<file path="src/rtl/core/djk_pkg.sv">
// Shared types, constants and the pin decode function of the joystick key decoder.
`timescale 1ns / 1ps
`default_nettype none

package djk_pkg;

  localparam int unsigned NumKeys   = 5;
  localparam int unsigned KeyIdxW   = 3;
  localparam int unsigned QuietW    = 16;
  localparam logic [15:0] QuietInit = 16'd2;

  // Beat kind carried in the slave-side tuser
  typedef enum logic [0:0] {
    REQ_EDGE = 1'b0,
    REQ_TICK = 1'b1
  } djk_req_e;

  // One decode handed from front to back: keys that flipped and the new key set
  typedef struct packed {
    logic [NumKeys-1:0] changed;
    logic [NumKeys-1:0] keys;
  } djk_entry_t;

  // Queue status seen by both sides
  typedef struct packed {
    logic full;
    logic empty;
  } djk_q_status_t;

  // Direction pattern to two key indices, one per nibble; 15 means no key
  function automatic logic [7:0] dir_code(input logic [3:0] dir);
    logic [7:0] code;
    unique case (dir)
      4'd0:    code = 8'hff;
      4'd1:    code = 8'h14;
      4'd2:    code = 8'h12;
      4'd3:    code = 8'hf3;
      4'd4:    code = 8'h34;
      4'd5:    code = 8'hff;
      4'd6:    code = 8'hf4;
      4'd7:    code = 8'h34;
      4'd8:    code = 8'h23;
      4'd9:    code = 8'hf2;
      4'd10:   code = 8'hff;
      4'd11:   code = 8'h23;
      4'd12:   code = 8'hf1;
      4'd13:   code = 8'h12;
      4'd14:   code = 8'h14;
      default: code = 8'hf0;
    endcase
    return code;
  endfunction

  // Key index to one-hot key bit; indices past the last key drop out
  function automatic logic [NumKeys-1:0] key_bit(input logic [3:0] idx);
    logic [NumKeys-1:0] bits;
    bits = '0;
    if (idx < 4'(NumKeys)) begin
      bits[idx[KeyIdxW-1:0]] = 1'b1;
    end
    return bits;
  endfunction

  // Pin levels to key set; enter high releases everything
  function automatic logic [NumKeys-1:0] decode_pins(input logic [3:0] dir,
                                                     input logic       enter);
    logic [7:0] code;
    code = dir_code(dir);
    if (enter) begin
      return '0;
    end
    return key_bit(code[3:0]) | key_bit(code[7:4]);
  endfunction

endpackage

`default_nettype wire

</file>
<file path="src/rtl/core/djk_front.sv">
// Front end: accepts edge and tick beats, runs the quiet countdown and decodes key changes.
`timescale 1ns / 1ps
`default_nettype none

module djk_front (
  input  wire logic                                clk_i,
  input  wire logic                                rst_ni,
  input  wire logic                                cfg_we_i,
  input  wire logic [djk_pkg::QuietW-1:0]          cfg_wdata_i,
  input  wire logic                                in_valid_i,
  output logic                                     in_ready_o,
  input  wire logic                                in_kind_i,
  input  wire logic [3:0]                          in_dir_i,
  input  wire logic                                in_enter_i,
  input  wire djk_pkg::djk_q_status_t              q_status_i,
  output logic                                     push_o,
  output djk_pkg::djk_entry_t                      push_data_o
);

  logic [djk_pkg::QuietW-1:0]  quiet_ticks_q;
  logic [djk_pkg::QuietW-1:0]  quiet_cnt_q, quiet_cnt_d, cnt_dec;
  logic                        pending_q, pending_d;
  logic [djk_pkg::NumKeys-1:0] held_q, held_d, new_keys, changed;
  logic                        accept, decode;

  // Take a beat whenever the queue can absorb a decode
  assign in_ready_o = !q_status_i.full;
  assign accept     = in_valid_i && in_ready_o;

  assign cnt_dec  = (quiet_cnt_q != '0) ? quiet_cnt_q - djk_pkg::QuietW'(1) : quiet_cnt_q;
  assign new_keys = djk_pkg::decode_pins(in_dir_i, in_enter_i);
  assign changed  = held_q ^ new_keys;
  assign decode   = accept && (djk_pkg::djk_req_e'(in_kind_i) == djk_pkg::REQ_TICK) &&
                    (cnt_dec == '0) && pending_q;

  // Advance countdown, pending flag and held keys
  always_comb begin
    quiet_cnt_d = quiet_cnt_q;
    pending_d   = pending_q;
    held_d      = held_q;
    if (accept) begin
      case (djk_pkg::djk_req_e'(in_kind_i))
        djk_pkg::REQ_EDGE: begin
          quiet_cnt_d = quiet_ticks_q;
          pending_d   = 1'b1;
        end
        default: begin
          quiet_cnt_d = cnt_dec;
          if (decode) begin
            pending_d = 1'b0;
            held_d    = new_keys;
          end
        end
      endcase
    end
  end

  // Hand a decode to the back only when some key flipped
  assign push_o              = decode && (changed != '0);
  assign push_data_o.changed = changed;
  assign push_data_o.keys    = new_keys;

  always_ff @(posedge clk_i or negedge rst_ni) begin
    if (!rst_ni) begin
      quiet_ticks_q <= djk_pkg::QuietInit;
      quiet_cnt_q   <= '0;
      pending_q     <= 1'b1;
      held_q        <= '0;
    end else begin
      if (cfg_we_i) begin
        quiet_ticks_q <= cfg_wdata_i;
      end
      quiet_cnt_q <= quiet_cnt_d;
      pending_q   <= pending_d;
      held_q      <= held_d;
    end
  end

  // Held set never carries more than two keys
  a_held_two: assert property (@(posedge clk_i) disable iff (!rst_ni)
    $countones(held_q) <= 2)
    else $error("held key set has more than two keys");

  // A push never lands on a full queue
  a_push_room: assert property (@(posedge clk_i) disable iff (!rst_ni)
    push_o |-> !q_status_i.full)
    else $error("push into full queue");

  // A decode leaves nothing pending afterwards
  a_decode_clears: assert property (@(posedge clk_i) disable iff (!rst_ni)
    decode |=> !pending_q)
    else $error("decode left pending flag set");

endmodule

`default_nettype wire

</file>
<file path="src/rtl/core/djk_queue.sv">
// Short queue of key-change decodes between front and back.
`timescale 1ns / 1ps
`default_nettype none

module djk_queue #(
  parameter int unsigned Depth = 4
) (
  input  wire logic                   clk_i,
  input  wire logic                   rst_ni,
  input  wire logic                   push_i,
  input  wire djk_pkg::djk_entry_t    push_data_i,
  input  wire logic                   pop_i,
  output djk_pkg::djk_entry_t         head_o,
  output djk_pkg::djk_q_status_t      status_o
);

  localparam int unsigned PtrW = (Depth > 1) ? $clog2(Depth) : 1;
  localparam int unsigned CntW = $clog2(Depth + 1);

  djk_pkg::djk_entry_t mem_q [Depth];
  logic [PtrW-1:0]     wr_ptr_q, rd_ptr_q;
  logic [CntW-1:0]     count_q;
  logic                do_push, do_pop;

  assign status_o.full  = (count_q == CntW'(Depth));
  assign status_o.empty = (count_q == '0);
  assign do_push        = push_i && !status_o.full;
  assign do_pop         = pop_i && !status_o.empty;
  assign head_o         = mem_q[rd_ptr_q];

  // Store pushed entries
  always_ff @(posedge clk_i) begin
    if (do_push) begin
      mem_q[wr_ptr_q] <= push_data_i;
    end
  end

  // Advance pointers and fill count
  always_ff @(posedge clk_i or negedge rst_ni) begin
    if (!rst_ni) begin
      wr_ptr_q <= '0;
      rd_ptr_q <= '0;
      count_q  <= '0;
    end else begin
      if (do_push) begin
        wr_ptr_q <= (wr_ptr_q == PtrW'(Depth - 1)) ? '0 : wr_ptr_q + PtrW'(1);
      end
      if (do_pop) begin
        rd_ptr_q <= (rd_ptr_q == PtrW'(Depth - 1)) ? '0 : rd_ptr_q + PtrW'(1);
      end
      if (do_push && !do_pop) begin
        count_q <= count_q + CntW'(1);
      end else if (do_pop && !do_push) begin
        count_q <= count_q - CntW'(1);
      end
    end
  end

  a_count_range: assert property (@(posedge clk_i) disable iff (!rst_ni)
    count_q <= CntW'(Depth))
    else $error("queue count past depth");

  a_no_pop_empty: assert property (@(posedge clk_i) disable iff (!rst_ni)
    pop_i |-> !status_o.empty)
    else $error("pop from empty queue");

  a_no_push_full: assert property (@(posedge clk_i) disable iff (!rst_ni)
    push_i |-> !status_o.full)
    else $error("push into full queue");

endmodule

`default_nettype wire

</file>
<file path="src/rtl/core/djk_back.sv">
// Back end: walks each decode's changed keys and emits one event beat per key.
`timescale 1ns / 1ps
`default_nettype none

module djk_back (
  input  wire logic                          clk_i,
  input  wire logic                          rst_ni,
  input  wire djk_pkg::djk_entry_t           head_i,
  input  wire djk_pkg::djk_q_status_t        q_status_i,
  output logic                               pop_o,
  output logic                               out_valid_o,
  input  wire logic                          out_ready_i,
  output logic [djk_pkg::KeyIdxW-1:0]        out_key_o,
  output logic                               out_pressed_o,
  output logic                               out_last_o
);

  logic [djk_pkg::NumKeys-1:0] rem_q, rem_d, keys_q, keys_d;
  logic [djk_pkg::NumKeys-1:0] low_bit, rem_left, rem_after;
  logic [djk_pkg::KeyIdxW-1:0] low_idx;
  logic                        load;
  logic                        valid_q, valid_d;
  logic [djk_pkg::KeyIdxW-1:0] key_q;
  logic                        pressed_q, last_q;

  // Pick the lowest remaining changed key
  assign low_bit  = rem_q & (~rem_q + djk_pkg::NumKeys'(1));
  assign rem_left = rem_q & ~low_bit;

  always_comb begin
    low_idx = '0;
    for (int i = djk_pkg::NumKeys - 1; i >= 0; i--) begin
      if (rem_q[i]) begin
        low_idx = djk_pkg::KeyIdxW'(i);
      end
    end
  end

  // Fill the output register when empty or being drained
  assign load      = (rem_q != '0) && (!valid_q || out_ready_i);
  assign rem_after = load ? rem_left : rem_q;

  // Refill from the queue once this decode is walked out
  assign pop_o   = !q_status_i.empty && (rem_after == '0);
  assign rem_d   = pop_o ? head_i.changed : rem_after;
  assign keys_d  = pop_o ? head_i.keys : keys_q;
  assign valid_d = load ? 1'b1 : (out_ready_i ? 1'b0 : valid_q);

  always_ff @(posedge clk_i or negedge rst_ni) begin
    if (!rst_ni) begin
      rem_q   <= '0;
      valid_q <= 1'b0;
    end else begin
      rem_q   <= rem_d;
      valid_q <= valid_d;
    end
  end

  // Payload registers
  always_ff @(posedge clk_i) begin
    keys_q <= keys_d;
    if (load) begin
      key_q     <= low_idx;
      pressed_q <= |(low_bit & keys_q);
      last_q    <= (rem_left == '0);
    end
  end

  assign out_valid_o   = valid_q;
  assign out_key_o     = key_q;
  assign out_pressed_o = pressed_q;
  assign out_last_o    = last_q;

  a_key_range: assert property (@(posedge clk_i) disable iff (!rst_ni)
    valid_q |-> key_q < djk_pkg::KeyIdxW'(djk_pkg::NumKeys))
    else $error("key index out of range");

  a_load_clears_bit: assert property (@(posedge clk_i) disable iff (!rst_ni)
    (load && !pop_o) |=> (rem_q == $past(rem_left)))
    else $error("emitted key not cleared");

  a_pop_when_done: assert property (@(posedge clk_i) disable iff (!rst_ni)
    pop_o |-> (rem_q == '0 || (load && rem_left == '0)))
    else $error("queue popped mid decode");

endmodule

`default_nettype wire

</file>
<file path="src/rtl/core/debounced_joystick_key_decoder_unit.sv">
// Top level of the debounced joystick key decoder.
`timescale 1ns / 1ps
`default_nettype none

// Takes pin-edge and tick beats and emits one press or release beat per changed key,
// lowest key first, with tlast on the final beat a tick causes. An input beat is taken
// every cycle while the decode queue (QueueDepth entries) has room; edges, counting
// ticks and decodes that change nothing produce no output. A decode that changes n keys
// (n from 1 to 4) yields n beats, one per cycle from the output register unless
// m_axis_tready is low; the sustained rate is thus set by the back end's key walk:
// at most one event beat per cycle. Decodes pass queue and walk register before output.
// quiet_ticks resets to 2; a value of 0 behaves like 1.
module debounced_joystick_key_decoder_unit #(
  parameter int unsigned QueueDepth = 4
) (
  input  wire logic        clk_i,
  input  wire logic        rst_ni,
  input  wire logic        cfg_we_i,
  input  wire logic [15:0] cfg_wdata_i,   // quiet_ticks
  input  wire logic        s_axis_tvalid,
  output logic             s_axis_tready,
  input  wire logic [7:0]  s_axis_tdata,  // [3:0] dir_lines, [4] enter_line, [7:5] zero
  input  wire logic        s_axis_tuser,  // [0] req_type
  output logic             m_axis_tvalid,
  input  wire logic        m_axis_tready,
  output logic [7:0]       m_axis_tdata,  // [2:0] key_index, [3] pressed, [7:4] zero
  output logic             m_axis_tlast   // last
);

  djk_pkg::djk_entry_t    push_data, head;
  djk_pkg::djk_q_status_t q_status;
  logic                   push, pop;
  logic [2:0]             key_idx;
  logic                   pressed;

  djk_front u_front (
    .clk_i       (clk_i),
    .rst_ni      (rst_ni),
    .cfg_we_i    (cfg_we_i),
    .cfg_wdata_i (cfg_wdata_i),
    .in_valid_i  (s_axis_tvalid),
    .in_ready_o  (s_axis_tready),
    .in_kind_i   (s_axis_tuser),
    .in_dir_i    (s_axis_tdata[3:0]),
    .in_enter_i  (s_axis_tdata[4]),
    .q_status_i  (q_status),
    .push_o      (push),
    .push_data_o (push_data)
  );

  djk_queue #(
    .Depth (QueueDepth)
  ) u_queue (
    .clk_i       (clk_i),
    .rst_ni      (rst_ni),
    .push_i      (push),
    .push_data_i (push_data),
    .pop_i       (pop),
    .head_o      (head),
    .status_o    (q_status)
  );

  djk_back u_back (
    .clk_i         (clk_i),
    .rst_ni        (rst_ni),
    .head_i        (head),
    .q_status_i    (q_status),
    .pop_o         (pop),
    .out_valid_o   (m_axis_tvalid),
    .out_ready_i   (m_axis_tready),
    .out_key_o     (key_idx),
    .out_pressed_o (pressed),
    .out_last_o    (m_axis_tlast)
  );

  assign m_axis_tdata = {4'b0000, pressed, key_idx};

endmodule

`default_nettype wire

</file>
<file path="config.mk">
export PLATFORM = sky130hd
export DESIGN_NAME = debounced_joystick_key_decoder_unit
export DESIGN_NICKNAME = d
export VERILOG_FILES = /design/src/rtl/core/djk_pkg.sv /design/src/rtl/core/djk_front.sv /design/src/rtl/core/djk_queue.sv /design/src/rtl/core/djk_back.sv /design/src/rtl/core/debounced_joystick_key_decoder_unit.sv
export SDC_FILE = /design/constraint.sdc
export NUM_CORES = 1
export LEC_CHECK = 0
export BUFFER_PORTS_ARGS = -buffer_cell sky130_fd_sc_hd__clkbuf_2
export CORE_MARGIN = 3
export CORE_UTILIZATION = 62
export CTS_BUF_LIST = sky130_fd_sc_hd__clkbuf_16
export DETAILED_ROUTE_END_ITERATION = 6
export PLACE_DENSITY_LB_ADDON = 0.3
export SYNTH_ARGS = -nofsm -noshare
export SYNTH_HDL_FRONTEND = slang
export SYNTH_SLANG_ARGS = --single-unit
</file>
<file path="constraint.sdc">
create_clock -name clk_i -period 6.8 [get_ports clk_i]
set_input_delay 0.34 -clock clk_i [delete_from_list [all_inputs] [get_ports clk_i]]
set_output_delay 0.34 -clock clk_i [all_outputs]
set_load 0.02 [all_outputs]
</file>
Word level (Yosys, flattened, before mapping)
Memory sizes are Yosys's and may differ from the RTL's.
Index checks and enable logic that the tools add are counted.
{"block": "totals", "latch_bits": 0, "ram_bits": 40, "rom_bits": 128, "ff_bits": 61, "out_inout_bits": 11, "memories": 2}
{"memory": "(no name shown)", "depth": 16, "word_bits": 8, "rd": 1, "rd_ports_with_merged_regs": 0, "wr": 0, "line_no": "djk_pkg.sv:33", "source": "unique case (dir)"}
{"memory": "u_queue.mem_q", "depth": 4, "word_bits": 10, "rd": 1, "rd_ports_with_merged_regs": 0, "wr": 1, "line_no": "djk_queue.sv:20", "source": "djk_pkg::djk_entry_t mem_q [Depth];"}
{"block": "op_classes", "shifts": 0, "n_lt_le_gt_ge": 6, "multipliers": 0, "n_reduce_logical": 33, "n_eq_ne": 4, "n_div": 0, "mux": 29, "add_sub_neg": 6, "bitwise_logic": 7}
{"cell": "5-bit two-way mux", "count": 8}
{"cell": "16-bit two-way mux", "count": 2}
{"cell": "16-bit zero test", "count": 1}
{"cell": "16-bit nonzero test", "count": 1}
{"cell": "16-bit by 1-bit subtractor with 16-bit output (second input constant)", "count": 1}
{"cell": "5-bit bitwise AND", "count": 3}
{"cell": "1-bit logical AND", "count": 13}
{"cell": "5-bit zero test", "count": 2}
{"cell": "1-bit two-way mux", "count": 10}
{"cell": "5-bit NOT", "count": 2}
{"cell": "5-bit nonzero test", "count": 2}
{"cell": "3-bit two-way mux", "count": 3}
{"cell": "3-bit by 4-bit < comparator with 1-bit output (second input constant)", "count": 2}
{"cell": "4-bit by 3-bit < comparator with 1-bit output (second input constant)", "count": 2}
{"cell": "2-bit two-way mux", "count": 4}
{"cell": "1-bit demux with 3-bit select", "count": 2}
{"cell": "3-bit by 1-bit greater-or-equal comparator with 1-bit output (second input constant)", "count": 2}
{"cell": "5-bit by 1-bit adder with 5-bit output (second input constant)", "count": 1}
{"cell": "1-bit zero test", "count": 5}
{"cell": "5-bit bitwise OR", "count": 1}
{"cell": "5-bit OR reduction", "count": 1}
{"cell": "5-bit bitwise XOR", "count": 1}
{"cell": "2-bit by 1-bit adder with 2-bit output (second input constant)", "count": 2}
{"cell": "2-bit equality test (second input constant)", "count": 2}
{"cell": "11 further kinds", "count": 12}

Depth between registers and ports, before layout
Gate-level depths: netlist (run 1).
An unclocked memory read counts as a cell.
{"block": "logic_depth", "ltp_word": 17, "mapped_depth": 15, "mapped_depth_nobuf": 14}

Modules after synthesis
Synthesis (run 1) repeated with hierarchy kept, for this count alone.
{"block": "hier_totals", "cells_unflattened": 443, "hier_area_um2": 5266.3}
{"mod": "djk_front", "cells_per_inst": 285, "area_each_um2": 2590.0, "instances": 1}
{"mod": "djk_queue", "cells_per_inst": 89, "area_each_um2": 1885.6, "instances": 1}
{"mod": "djk_back", "cells_per_inst": 63, "area_each_um2": 749.5, "instances": 1}
{"mod": "debounced_joystick_key_decoder_unit", "cells_per_inst": 6, "area_each_um2": 41.3, "instances": 1}

Worst setup path before layout (run 1)
No wires, ideal clock.
{"block": "synth_path", "path_kind": "input port to flip-flop", "startpoint": "in s_axis_tdata[1]", "endpoint": "reg u_queue.count_q[2]", "required_time_ps": 6721, "setup_ps": 79, "slack_ps": 3178, "path_stages": 14, "n_path_buf": 0, "t_arrival_ps": 3543, "cell_sequence": "inv_1 > ha_1 > or3b_1 > a31o_1 > nor3b_1 > xor2_1 > nor3_1 > a211oi_4 > ha_1 > inv_1 > fa_1 > xor2_1 > nor2_1 > xor2_1"}
{"item": "start: declaration", "line_no": "debounced_joystick_key_decoder_unit.sv:22", "source": "input wire logic [7:0] s_axis_tdata,"}
{"item": "end signal: assignment", "line_no": "djk_queue.sv:52", "source": "count_q <= count_q + CntW'(1);"}
{"item": "end signal: assignment", "line_no": "djk_queue.sv:54", "source": "count_q <= count_q - CntW'(1);"}
{"item": "end: declaration", "line_no": "djk_queue.sv:22", "source": "logic [CntW-1:0] count_q;"}

Final worst setup path (run 1)
{"block": "layout_path", "startpoint": "reg u_front.quiet_cnt_q[0] (netlist name)", "endpoint": "reg u_queue.count_q[2]"}
{"block": "layout_between", "elab_chain_cells": 10}
{"item": "start: declaration", "line_no": "djk_front.sv:21", "source": "logic [djk_pkg::QuietW-1:0] quiet_cnt_q, quiet_cnt_d, cnt_dec;"}
{"item": "start signal: assignment", "line_no": "djk_front.sv:73", "source": "quiet_cnt_q <= quiet_cnt_d;"}
{"item": "16-bit by 1-bit subtractor with 16-bit output or 16-bit nonzero test (tied branches)", "line_no": "djk_front.sv:30", "source": "assign cnt_dec = (quiet_cnt_q != '0) ? quiet_cnt_q - djk_pkg::QuietW'(1) : quiet_cnt_q;"}
{"item": "16-bit two-way mux *", "line_no": "djk_front.sv:30"}
{"item": "16-bit zero test *", "line_no": "djk_front.sv:34", "source": "(cnt_dec == '0) && pending_q;"}
{"item": "1-bit logical AND *", "line_no": "djk_front.sv:33", "source": "assign decode = accept && (djk_pkg::djk_req_e'(in_kind_i) == djk_pkg::REQ_TICK) &&"}
{"item": "1-bit logical AND *", "line_no": "djk_front.sv:34"}
{"item": "1-bit logical AND *", "line_no": "djk_front.sv:59", "source": "assign push_o = decode && (changed != '0);"}
{"item": "1-bit logical AND *", "line_no": "djk_queue.sv:27", "source": "assign do_push = push_i && !status_o.full;"}
{"item": "named net u_queue.do_push", "line_no": "djk_queue.sv:23", "source": "logic do_push, do_pop;"}
{"item": "1-bit zero test", "line_no": "djk_queue.sv:53", "source": "end else if (do_pop && !do_push) begin"}
{"item": "1-bit logical AND", "line_no": "djk_queue.sv:53"}
{"item": "2-bit nonzero test (no line)"}
The timed path passes the listed nets; every way through them passes the cells marked *.
A chain may end at the register's enable or synchronous reset.

==> impl_results.md, run 1 <==
- Status: complete, no violations
- Fin crit period: 4220 ps
- Setup violators final: 0
- Leakage power: 2.19 nW
- RD Place Congestion: between 0.9 and 1
- Pwr Density: 353 nW/um2
- Sw Share: 35.4%
- Main synth FF type: edfxtp_1
- Initial Utilization: 64.9%
- Total CTS buffers: 9
- Overall routing resource usage: 22.6%
- Worst-Margin Slew: 991 ps
- Synth top area cells: edfxtp_1 29%, dfrtp_1 24%, mux2_2 5.1%, mux4_2 4.4%, ha_1 2.7%
- Core Region: roughly 8000 um2
- Max Clk Rate: 237 MHz
- Final-report hold violation count: 0
- Hold Path Class: input pin to async pin
- Synth Area per Inst: ~12 um2
- Later-pin clock latency in the skew report: 350 ps
- Worst-path clk slew: 70 ps
- Cts repair resizes: 0
- Synth top area share: 29.5%
- First-pass GRT wire length: between 15 and 20 mm
- Placement Setup Slack: 2420 ps
- Sink Count: 101
- WL final: 9.93 mm
- Logic pwr share: 26.9%
- Peak supply drop: 0.218 mV
- Number of global-route vias before repair: 3,446
- Switch Pwr: between 0.0006 and 0.0007 W
- Synth area leader: edfxtp_1
- Max incr delay on CP: 650 ps
- Fin crit share: between 60% and 70%
- Worst Path Max Fanout: 7
- Final antenna-violating net count: 0
- IO Pins: 41
- FF-to-FF setup slack: approximately 2600 ps
- CP Launch Point: u_front.quiet_cnt_q[0]
- MaxCap Viol Count: 0
- Largest net degree at the start of global routing: 52
- CP endpoint kind: register
- Slew headroom: 33.8%
- # DRC: 0
- CP delay by family, top: simple AND/OR/NAND/NOR gates
- CP required: around 7100 ps
- Yosys reg bits: 101
- Buf/Inv on CP: 2
- Register area share after synthesis: 54.6%
- Setup TNS: 0 ps
- FF-to-FF End: u_queue.count_q[2]
- Slowest-stage cell, CP: a2111oi_0
- Internal power: 0.00127 W
- Yosys warns: 0
- Postcts setup bufs: 0
- Layout area overhead: 9.19%
- Clk pwr share: 25.0%
- Post-synth EDFFs: 50
- CP arrival: 4490 ps
- Antenna violations before repair: 0
- Register share of total power: approximately 48%
- Ant diodes: 0
- Port-buffer cells: 33
- Setup WS post-layout: 2580 ps
- Initial drt markers: about 320
- Post-DR wirelength/cell: approximately 18 um
- CTS tree: yes
- Initial DRT Pass Iterations: 5
- H-Tree Depth: 3
- Crit Path Class: register to register
- Final max-slew violation count: 0
- DP Wirelength: 6.80 mm
- Final total power: 0.00196 W
- Die Wd: a little under 100 um
- Post-Syn Area: roughly 5100 um2
- RSZ-0062 raised after global routing: no
- DR vias: 3,561
- Worst clock skew: 8.13 ps
- Die ar.: just over 9000 um2
- Grt ovf: 0
- Vias per cell: 6.31
- Crit path cell chain: inv_1 -> ha_1 -> nor4b_1 -> and4_1 -> nand3_1 -> a2111oi_0 -> nand2_1 -> a211oi_4 -> ha_1 -> inv_1 -> fa_1 -> xor2_1 -> nor2_1 -> xor2_1
- Reg2Reg Depth: 14
- CTS hold repair buffers: 0
- Asr flop ratio synth: 50.5%
- Cells after synthesis: 433
- Share of cells above drive strength 1: 20.6%
- R2R Path Start: u_front.quiet_cnt_q[0]
- Fin nets: 499
- Cell variety after synth: 70
- Clock Tree Root: clkbuf_16
- Row Count: 32
- Hold WS: 110 ps
- Clock tree buffer depth: 2
- Die height: 96.6 um
- CP startpoint kind: register
-- power by group through the flow --
stage / clock (W) / sequential (W) / combinational, W
after floorplan: 0 / 0.000884 / 0.000449
after global placement: 0 / 0.000941 / 0.000494
after detailed placement: 0 / 0.000951 / 0.000520
after CTS: 0.000496 / 0.000941 / 0.000527
after global routing: 0.000521 / 0.000964 / 0.000590
final: 0.000489 / 0.000943 / 0.000527
-- synth_stat cells (7+ instances only) --
cell type  count
edfxtp_1      50
dfrtp_1       49
nor2_1        29
nand2_1       28
o21ai_0       26
a21oi_1       24
mux2_2        23
inv_1         19
clkbuf_1      12
nor3_1        12
ha_1          11
mux4_2        10
nand2b_1      10
nand3_1        9
o22ai_1        9
nor2b_1        7
nor4_1         7
-- through the flow --
step / cells / cell area [um2] / utilization (%)
final: 564 / 5560 / 70.8
after global placement: 548 / 5280 / 67.3
after floorplan: 436 / 5100 / -
after detailed placement: 548 / 5280 / 67.3
after CTS: 564 / 5560 / 70.8
after global routing: 564 / 5560 / 70.8
-- flip-flops by register name (all words and copies together) (netlist names), 3 cells and up --
| name | count |
|---|---|
| u_back.rem_q | 5 |
| u_queue.mem_q | 40 |
| u_back.keys_q | 5 |
| u_back.out_key_o | 3 |
| u_queue.count_q | 3 |
| u_front.held_q | 5 |
| u_front.quiet_cnt_q | 16 |
| u_front.quiet_ticks_q | 16 |
-- logic make-up (layout without fill, tap and decap cells) --
kind of cell             count (synthesis)  count (layout)  synth area share (%)
buffers and inverters                   44              70                  3.91
AO/OA/AOI/OAI                           92              92                  11.8
multiplexers                            38              38                  10.7
XOR/XNOR                                 5               5                 0.860
other                                    1               4                0.0737
flip-flops                             101             101                  54.6
AND/OR/NAND/NOR                        140             140                  15.0
adder cells (fa/ha/maj)                 12              12                  3.10
-- layout make-up --
type | count | area, um2
Sequential cell | 101 | 2780
Clock inverter | 7 | 55.1
Multi-Input combinational cell | 291 | 2120
Tap cell | 102 | 128
Inverter | 20 | 75.1
Clock buffer | 9 | 225
Timing Repair Buffer | 34 | 173
Fill cell | 578 | 2290
-- metal layers --
metal	share of wire, %	global-route usage (%)	vias to the layer above
li1	-	-	1658
met1	42	32.3	1713
met2	49	36.1	164
met3	7.5	4.61	26
met4	1.5	5.18	0
met5	0	0	-
-- worst max path at each step --
stage	end	depth (start not counted)
after floorplan	u_queue.count_q[2]	14
after global placement	u_queue.count_q[2]	15
after detailed placement	u_queue.count_q[2]	15
after CTS	u_queue.count_q[2]	14
after global routing	u_queue.count_q[2]	14
final	u_queue.count_q[2]	14
-- layout by cell type, fill, tap and decap left out, drive strengths merged, types with 2 or more instances in the layout --
master / count
edfxtp: 50
dfrtp: 49
clkbuf: 42
nor2: 30
nand2: 28
o21ai: 26
mux2: 25
inv: 25
a21oi: 24
nor3: 14
ha: 11
nand2b: 10
mux4: 10
o22ai: 9
nand3: 9
nor4: 9
nor2b: 7
and2: 6
nand4: 6
nor3b: 4
and3: 4
xor2: 4
a22o: 4
conb: 4
mux2i: 3
or3: 3
o311ai: 3
o32ai: 2
nand3b: 2
o31a: 2
a21o: 2
a31oi: 2
o22a: 2
a2bb2oi: 2
dfstp: 2
a31o: 2
a211oi: 2
-- worst reg2reg max path: cells and delay by family, from the launching register on --
kind	cells	cell delay [ps]
buffers and inverters	2	180
AND/OR/NAND/NOR	5	1270
AO/OA/AOI/OAI	2	1070
adder cells (fa/ha/maj)	3	910
flip-flops	1	410
XOR/XNOR	2	320
No activity file was read; power rests on OpenSTA's default activity.
==> run 2: changes to the inputs <==
--- a/config.mk
+++ b/config.mk
@@ -7,7 +7,7 @@
 export LEC_CHECK = 0
 export BUFFER_PORTS_ARGS = -buffer_cell sky130_fd_sc_hd__clkbuf_2
 export CORE_MARGIN = 3
-export CORE_UTILIZATION = 62
+export CORE_UTILIZATION = 60
 export CTS_BUF_LIST = sky130_fd_sc_hd__clkbuf_16
 export DETAILED_ROUTE_END_ITERATION = 6
 export PLACE_DENSITY_LB_ADDON = 0.3
==> constraint.sdc (replaced) <==
create_clock -name clk_i -period 4.25 [get_ports clk_i]
set_input_delay 0.2125 -clock clk_i [delete_from_list [all_inputs] [get_ports clk_i]]
set_output_delay 0.2125 -clock clk_i [all_outputs]
set_load 0.02 [all_outputs]
==> impl_results.md, run 2 (synthesis gave the netlist of run 1 again) <==
- Status: complete, but fails checks (was complete, no violations)
- Failing checks: hold timing
- Share of cells above drive strength 1: 21.4% (was 20.6%)
- Hold WS: -15.8 ps (was 110 ps)
- RSZ-0062 raised after global routing: no (unchanged)
- Die Wd: 98.1 um (was 96.6 um)
- Max incr delay on CP: 480 ps (was 650 ps)
- Later-pin clock latency in the skew report: 350 ps (about the same)
- Grt ovf: 0 (unchanged)
- Worst-Margin Slew: 969 ps (was 991 ps)
- Initial DRT Pass Iterations: 5 (unchanged)
- Commonest non-fill, non-tap cell in the layout: edfxtp_1 (unchanged)
- Buf/Inv on CP: 2 (unchanged)
- CP required: 4530 ps (was 7070 ps)
- Clock Tree Root: clkbuf_16 (unchanged)
- CP endpoint kind: register (unchanged)
- Pwr Density: 561 nW/um2 (was 353 nW/um2)
- # DRC: 0 (unchanged)
- Multi-input gate area in the final layout: 2120 um2 (about the same)
- Max FFs per register: 40 (unchanged)
- Worst Path Max Fanout: 6 (was 7)
- Leakage power: 2.22 nW (was 2.19 nW)
- DR vias: 3,598 (was 3,561)
- Fin util: 70.4% (was 70.8%)
- Final-report hold violation count: 11 (was 0)
- RD Place Congestion: 0.973 (was 0.906)
- Setup WS post-layout: 279 ps (was 2580 ps)
- First-pass GRT wire length: 16.6 mm (was 17.2 mm)
- Crit Path Class: register to register (unchanged)
- Final antenna-violating net count: 0 (unchanged)
- Crit path cell chain: inv_1 -> ha_1 -> nor2b_1 -> nand4_1 -> a2111o_1 -> nor4_1 -> nand3_1 -> a211oi_4 -> ha_1 -> inv_1 -> fa_1 -> xor2_1 -> nor2_1 -> xor2_1 (was inv_1 -> ha_1 -> nor4b_1 -> and4_1 -> nand3_1 -> a2111oi_0 -> nand2_1 -> a211oi_4 -> ha_1 -> inv_1 -> fa_1 -> xor2_1 -> nor2_1 -> xor2_1)
- H-Tree Depth: 3 (unchanged)
- CP arrival: 4250 ps (was 4490 ps)
- Setup violators final: 0 (unchanged)
- Post-DR wirelength/cell: 17.5 um (was 17.6 um)
- Clock tree buffer depth: 2 (unchanged)
- WL final: 9.99 mm (was 9.93 mm)
- FF-to-FF setup slack: 280 ps (was 2580 ps)
- DP Wirelength: 6.82 mm (was 6.80 mm)
- Peak supply drop: 0.278 mV (was 0.218 mV)
- Sink Count: 101 (unchanged)
- Die ar.: 9630 um2 (was 9330 um2)
- FILL cells: 552 (was 578)
- Worst-path clk slew: 70 ps (about the same)
- Final max-slew violation count: 0 (unchanged)
- Die height: 98.1 um (was 96.6 um)
- Fin nets: 504 (was 499)
- Setup TNS: 0 ps (unchanged)
- Total CTS buffers: 9 (unchanged)
- Seq. cell area: 2780 um2 (unchanged)
- Layout area overhead: 10.2% (was 9.19%)
- CTS tree: yes (unchanged)
- IO Pins: 41 (unchanged)
- Slowest-stage cell, CP: a2111o_1 (was a2111oi_0)
- Biggest register: u_queue.mem_q (unchanged)
- Core Region: 7970 um2 (was 7850 um2)
- Port-buffer cells: 33 (unchanged)
- Slew headroom: 35.2% (was 33.8%)
- Ant diodes: 0 (unchanged)
- MaxCap Viol Count: 0 (unchanged)
- Number of global-route vias before repair: 3,341 (was 3,446)
- Worst clock skew: 10.8 ps (was 8.13 ps)
- Largest net degree at the start of global routing: 52 (unchanged)
- Initial Utilization: 63.9% (was 64.9%)
- Initial drt markers: 317 (was 322)
- Fin crit share: 93.4% (was 62.1%)
- Row Count: 32 (unchanged)
- Vias per cell: 6.32 (was 6.31)
- Most frequent cells in the layout: 50 x edfxtp_1, 49 x dfrtp_1, 33 x clkbuf_2 (unchanged)
- Fin crit period: 3970 ps (was 4220 ps)
- CTS hold repair buffers: 0 (unchanged)
- CP startpoint kind: register (unchanged)
- Biggest regs: u_queue.mem_q: 40 flops, u_front.quiet_cnt_q: 16 flops, u_front.quiet_ticks_q: 16 flops (unchanged)
- Overall routing resource usage: 21.6% (was 22.6%)
- Max Clk Rate: 252 MHz (was 237 MHz)
- Hold Path Class: input pin to async pin (unchanged)
- CP delay by family, top: simple AND/OR/NAND/NOR gates (unchanged)
- Placement Setup Slack: 382 ps (was 2420 ps)
- Antenna violations before repair: 0 (unchanged)
[run 2: where the power goes]
part	switching, W	leakage [nW]	internal (W)	total (W)
clock network	0.000389	0.146	0.000414	0.000802
registers	0.000267	1.08	0.00124	0.00150
logic	0.000453	0.990	0.000390	0.000842
[run 2: path summary, 6_finish.rpt]
kind                                         from                   endpoint  cells after the start
setup / recovery           u_front.quiet_cnt_q[0]         u_queue.count_q[2]                     14
hold / removal                             rst_ni          u_front.held_q[3]                      2
setup reg to reg           u_front.quiet_cnt_q[0]         u_queue.count_q[2]                     14
hold reg to reg                 u_front.pending_q          u_front.pending_q                      2
max in group asynchronous                  rst_ni    u_front.quiet_cnt_q[13]                      2
min in group clk_i                cfg_wdata_i[13]  u_front.quiet_ticks_q[13]                      2
[run 2: final cells by class]
class | instances | share of cell area (%)
clock buffer | 9 | 4.01
clock inverter | 7 | 1.23
inverter | 20 | 1.34
multi-input combinational | 291 | 37.9
sequential | 101 | 49.5
tap | 102 | 2.27
timing repair buffer | 39 | 3.75
[run 2: what timing repair did]
| action | CTS | global route |
|---|---|---|
| buffers inserted | 0 | 0 |
| endpoints found under the setup margin | 0 | 1 |
| resized for setup | 0 | 1 |
[run 2: metal layers]
metal  global-route usage, %  wire [um]  up-vias
li1                        -          -     1674
met1                    30.6       4480     1766
met2                    34.0       4700      143
met3                    5.93        678       15
met4                    4.58        132        0
met5                       0          0        -
[run 2: stage by stage]
| stage | hold slack (ps) | area [um2] | cells | power [W] |
|---|---|---|---|---|
| 3_3_place_gp | 372 | 5320 | 553 | 0.00230 |
| 5_1_grt | 38.1 | 5610 | 569 | 0.00334 |
| 3_5_place_dp | 380 | 5320 | 553 | 0.00236 |
| 2_1_floorplan | -83.1 | 5100 | 436 | 0.00213 |
| 4_1_cts | 22.5 | 5610 | 569 | 0.00316 |
| 6_report | -15.8 | 5610 | 569 | 0.00315 |
==> run 3: changes to the inputs <==
--- a/config.mk
+++ b/config.mk
@@ -8,8 +8,8 @@
 export BUFFER_PORTS_ARGS = -buffer_cell sky130_fd_sc_hd__clkbuf_2
 export CORE_MARGIN = 3
 export CORE_UTILIZATION = 60
-export CTS_BUF_LIST = sky130_fd_sc_hd__clkbuf_16
 export DETAILED_ROUTE_END_ITERATION = 6
+export MAX_ROUTING_LAYER = met4
 export PLACE_DENSITY_LB_ADDON = 0.3
 export SYNTH_ARGS = -nofsm -noshare
 export SYNTH_HDL_FRONTEND = slang
==> impl_results.md, run 3 (synthesis gave the netlist of run 1 again) <==
- Status: complete, no violations (was complete, but fails checks)
- Worst Path Max Fanout: 6 (unchanged)
- Initial Utilization: 63.9% (unchanged)
- Clock tree buffer depth: 2 (unchanged)
- CP Launch Point: u_front.quiet_cnt_q[0] (unchanged)
- Ant diodes: 0 (unchanged)
- Final max-slew violation count: 0 (unchanged)
- Setup TNS: 0 ps (unchanged)
- Register share of total power: 49.2% (was 47.8%)
- Clock Tree Root: clkbuf_8 (was clkbuf_16)
- Pwr Density: 547 nW/um2 (was 561 nW/um2)
- Commonest non-fill, non-tap cell in the layout: edfxtp_1 (unchanged)
- Worst-Margin Slew: 1030 ps (was 969 ps)
- WL final: 9.91 mm (was 9.99 mm)
- Buf/Inv on CP: 2 (unchanged)
- CTS tree: yes (unchanged)
- R2R Path Start: u_front.quiet_cnt_q[0] (unchanged)
- H-Tree Depth: 3 (unchanged)
- Setup violators final: 0 (unchanged)
- Leakage power: 2.20 nW (was 2.22 nW)
- IO Pins: 41 (unchanged)
- Largest net degree at the start of global routing: 52 (unchanged)
- CP arrival: 4180 ps (was 4250 ps)
- Internal power: 0.00198 W (was 0.00204 W)
- Initial DRT Pass Iterations: 5 (unchanged)
- Worst-path clk slew: 100 ps (was 70 ps)
- DR vias: 3,516 (was 3,598)
- Antenna violations before repair: 0 (unchanged)
- Layout area overhead: 9.36% (was 10.2%)
- WP depth: 14 (unchanged)
- Vias per cell: 6.17 (was 6.32)
- CP delay by family, top: simple AND/OR/NAND/NOR gates (unchanged)
- Hold WS: 73.2 ps (was -15.8 ps)
- Max Clk Rate: 257 MHz (was 252 MHz)
- Grt ovf: 0 (unchanged)
- Placement Setup Slack: 286 ps (was 382 ps)
- Slew headroom: 31.0% (was 35.2%)
- Final antenna-violating net count: 0 (unchanged)
- FF-to-FF setup slack: 350 ps (was 280 ps)
- RD Place Congestion: 0.882 (was 0.973)
- Crit Path Class: register to register (unchanged)
- FILL cells: 600 (was 552)
- Total CTS buffers: 9 (unchanged)
- Crit path cell chain: inv_1 -> ha_1 -> nor2b_1 -> nand4_1 -> a2111o_1 -> nor4_1 -> nand3_1 -> a211oi_4 -> ha_1 -> inv_1 -> fa_1 -> xor2_1 -> nor2_1 -> xor2_1 (unchanged)
- Core Region: 7970 um2 (unchanged)
- Fin crit share: 91.7% (was 93.4%)
- Switch Pwr: 0.00107 W (was 0.00111 W)
- Biggest register: u_queue.mem_q (unchanged)
- Fin nets: 505 (was 504)
- Share of cells above drive strength 1: 21.4% (about the same)
- Worst clock skew: 11.5 ps (was 10.8 ps)
- Sink Count: 101 (unchanged)
- Biggest regs: u_queue.mem_q: 40 flops, u_front.quiet_cnt_q: 16 flops, u_front.quiet_ticks_q: 16 flops (unchanged)
- Peak supply drop: 0.240 mV (was 0.278 mV)
- Post-DR wirelength/cell: 17.4 um (was 17.5 um)
- Max FFs per register: 40 (unchanged)
- Initial drt markers: 324 (was 317)
- Final-report hold violation count: 0 (was 11)
- Reg2Reg Depth: 14 (unchanged)
- Clk pwr share: 22.5% (was 25.5%)
- RSZ-0062 raised after global routing: no (unchanged)
- Hold Path Class: input pin to register (was input pin to async pin)
- Capture point of the worst path: u_queue.count_q[2] (unchanged)
- Die ar.: 9630 um2 (unchanged)
- CP endpoint kind: register (unchanged)
- Logic pwr share: 28.2% (was 26.8%)
- Fin crit period: 3900 ps (was 3970 ps)
- Number of global-route vias before repair: 3,477 (was 3,341)
- Postcts setup bufs: 0 (unchanged)
- Max incr delay on CP: 460 ps (was 480 ps)
- Overall routing resource usage: 22.6% (was 21.6%)
- Slowest-stage cell, CP: a2111o_1 (unchanged)
- First-pass GRT wire length: 16.9 mm (was 16.6 mm)
- CP required: 4540 ps (was 4530 ps)
- Setup WS post-layout: 354 ps (was 279 ps)
- FF-to-FF End: u_queue.count_q[2] (unchanged)
- Row Count: 32 (unchanged)
- MaxCap Viol Count: 0 (unchanged)
- Later-pin clock latency in the skew report: 360 ps (was 350 ps)
- # DRC: 0 (unchanged)
- Sw Share: 35.0% (was 35.2%)
- Die height: 98.1 um (unchanged)
- DP Wirelength: 7.07 mm (was 6.82 mm)
- Die Wd: 98.1 um (unchanged)
- CP startpoint kind: register (unchanged)
- Most frequent cells in the layout: 50 x edfxtp_1, 49 x dfrtp_1, 33 x clkbuf_2 (unchanged)
- Port-buffer cells: 33 (unchanged)
==> run 3: what timing repair did <==
item,CTS,global route
hold endpoints to repair,38,0
hold buffers,1,0
resized for setup,0,2
endpoints found under the setup margin,0,42
==> run 3: layer usage <==
metal | track usage, % | wire length, um | vias up
li1 | - | - | 1664
met1 | 31.5 | 4470 | 1715
met2 | 35.2 | 4750 | 124
met3 | 5.07 | 577 | 13
met4 | 3.94 | 109 | 0
met5 | - | 0 | -
==> run 3: area by class of cell <==
type	instances	area, um2	share of cell area, %
Clock buffer	12	178	3.19
Clock inverter	4	56.3	1.01
Inverter	20	75.1	1.35
Multi-Input combinational cell	291	2130	38.3
Sequential cell	101	2780	49.9
Tap cell	102	128	2.29
Timing Repair Buffer	40	220	3.96
==> run 3: worst min path at each step <==
stage | startpoint | end | cells past startpoint | slack [ps]
global route | cfg_wdata_i[13] | u_front.quiet_ticks_q[13] | 2 | 60
finish | cfg_wdata_i[13] | u_front.quiet_ticks_q[13] | 2 | 70
detailed placement | rst_ni | u_back.rem_q[2] | 2 | 370
floorplan | rst_ni | u_back.out_valid_o | 0 | -80
CTS | cfg_wdata_i[13] | u_front.quiet_ticks_q[13] | 2 | 60
global placement | rst_ni | u_front.held_q[3] | 2 | 370
==> run 3: power groups by stage <==
stage | Clock, W | Sequential, W | Combinational (W)
global route | 0.000740 | 0.00154 | 0.000966
finish | 0.000687 | 0.00150 | 0.000860
detailed placement | 0 | 0.00151 | 0.000849
CTS | 0.000697 | 0.00149 | 0.000860
floorplan | 0 | 0.00141 | 0.000718
global placement | 0 | 0.00150 | 0.000809
==> run 3: stage by stage <==
| step | utilization (%) | std cells | total power (W) | instance area [um2] |
|---|---|---|---|---|
| 3_3_place_gp | 66.7 | 553 | 0.00231 | 5320 |
| 6_report | 69.9 | 570 | 0.00305 | 5570 |
| 2_1_floorplan | - | 436 | 0.00213 | 5100 |
| 3_5_place_dp | 66.7 | 553 | 0.00236 | 5320 |
| 5_1_grt | 69.9 | 570 | 0.00324 | 5570 |
| 4_1_cts | 69.8 | 570 | 0.00305 | 5560 |
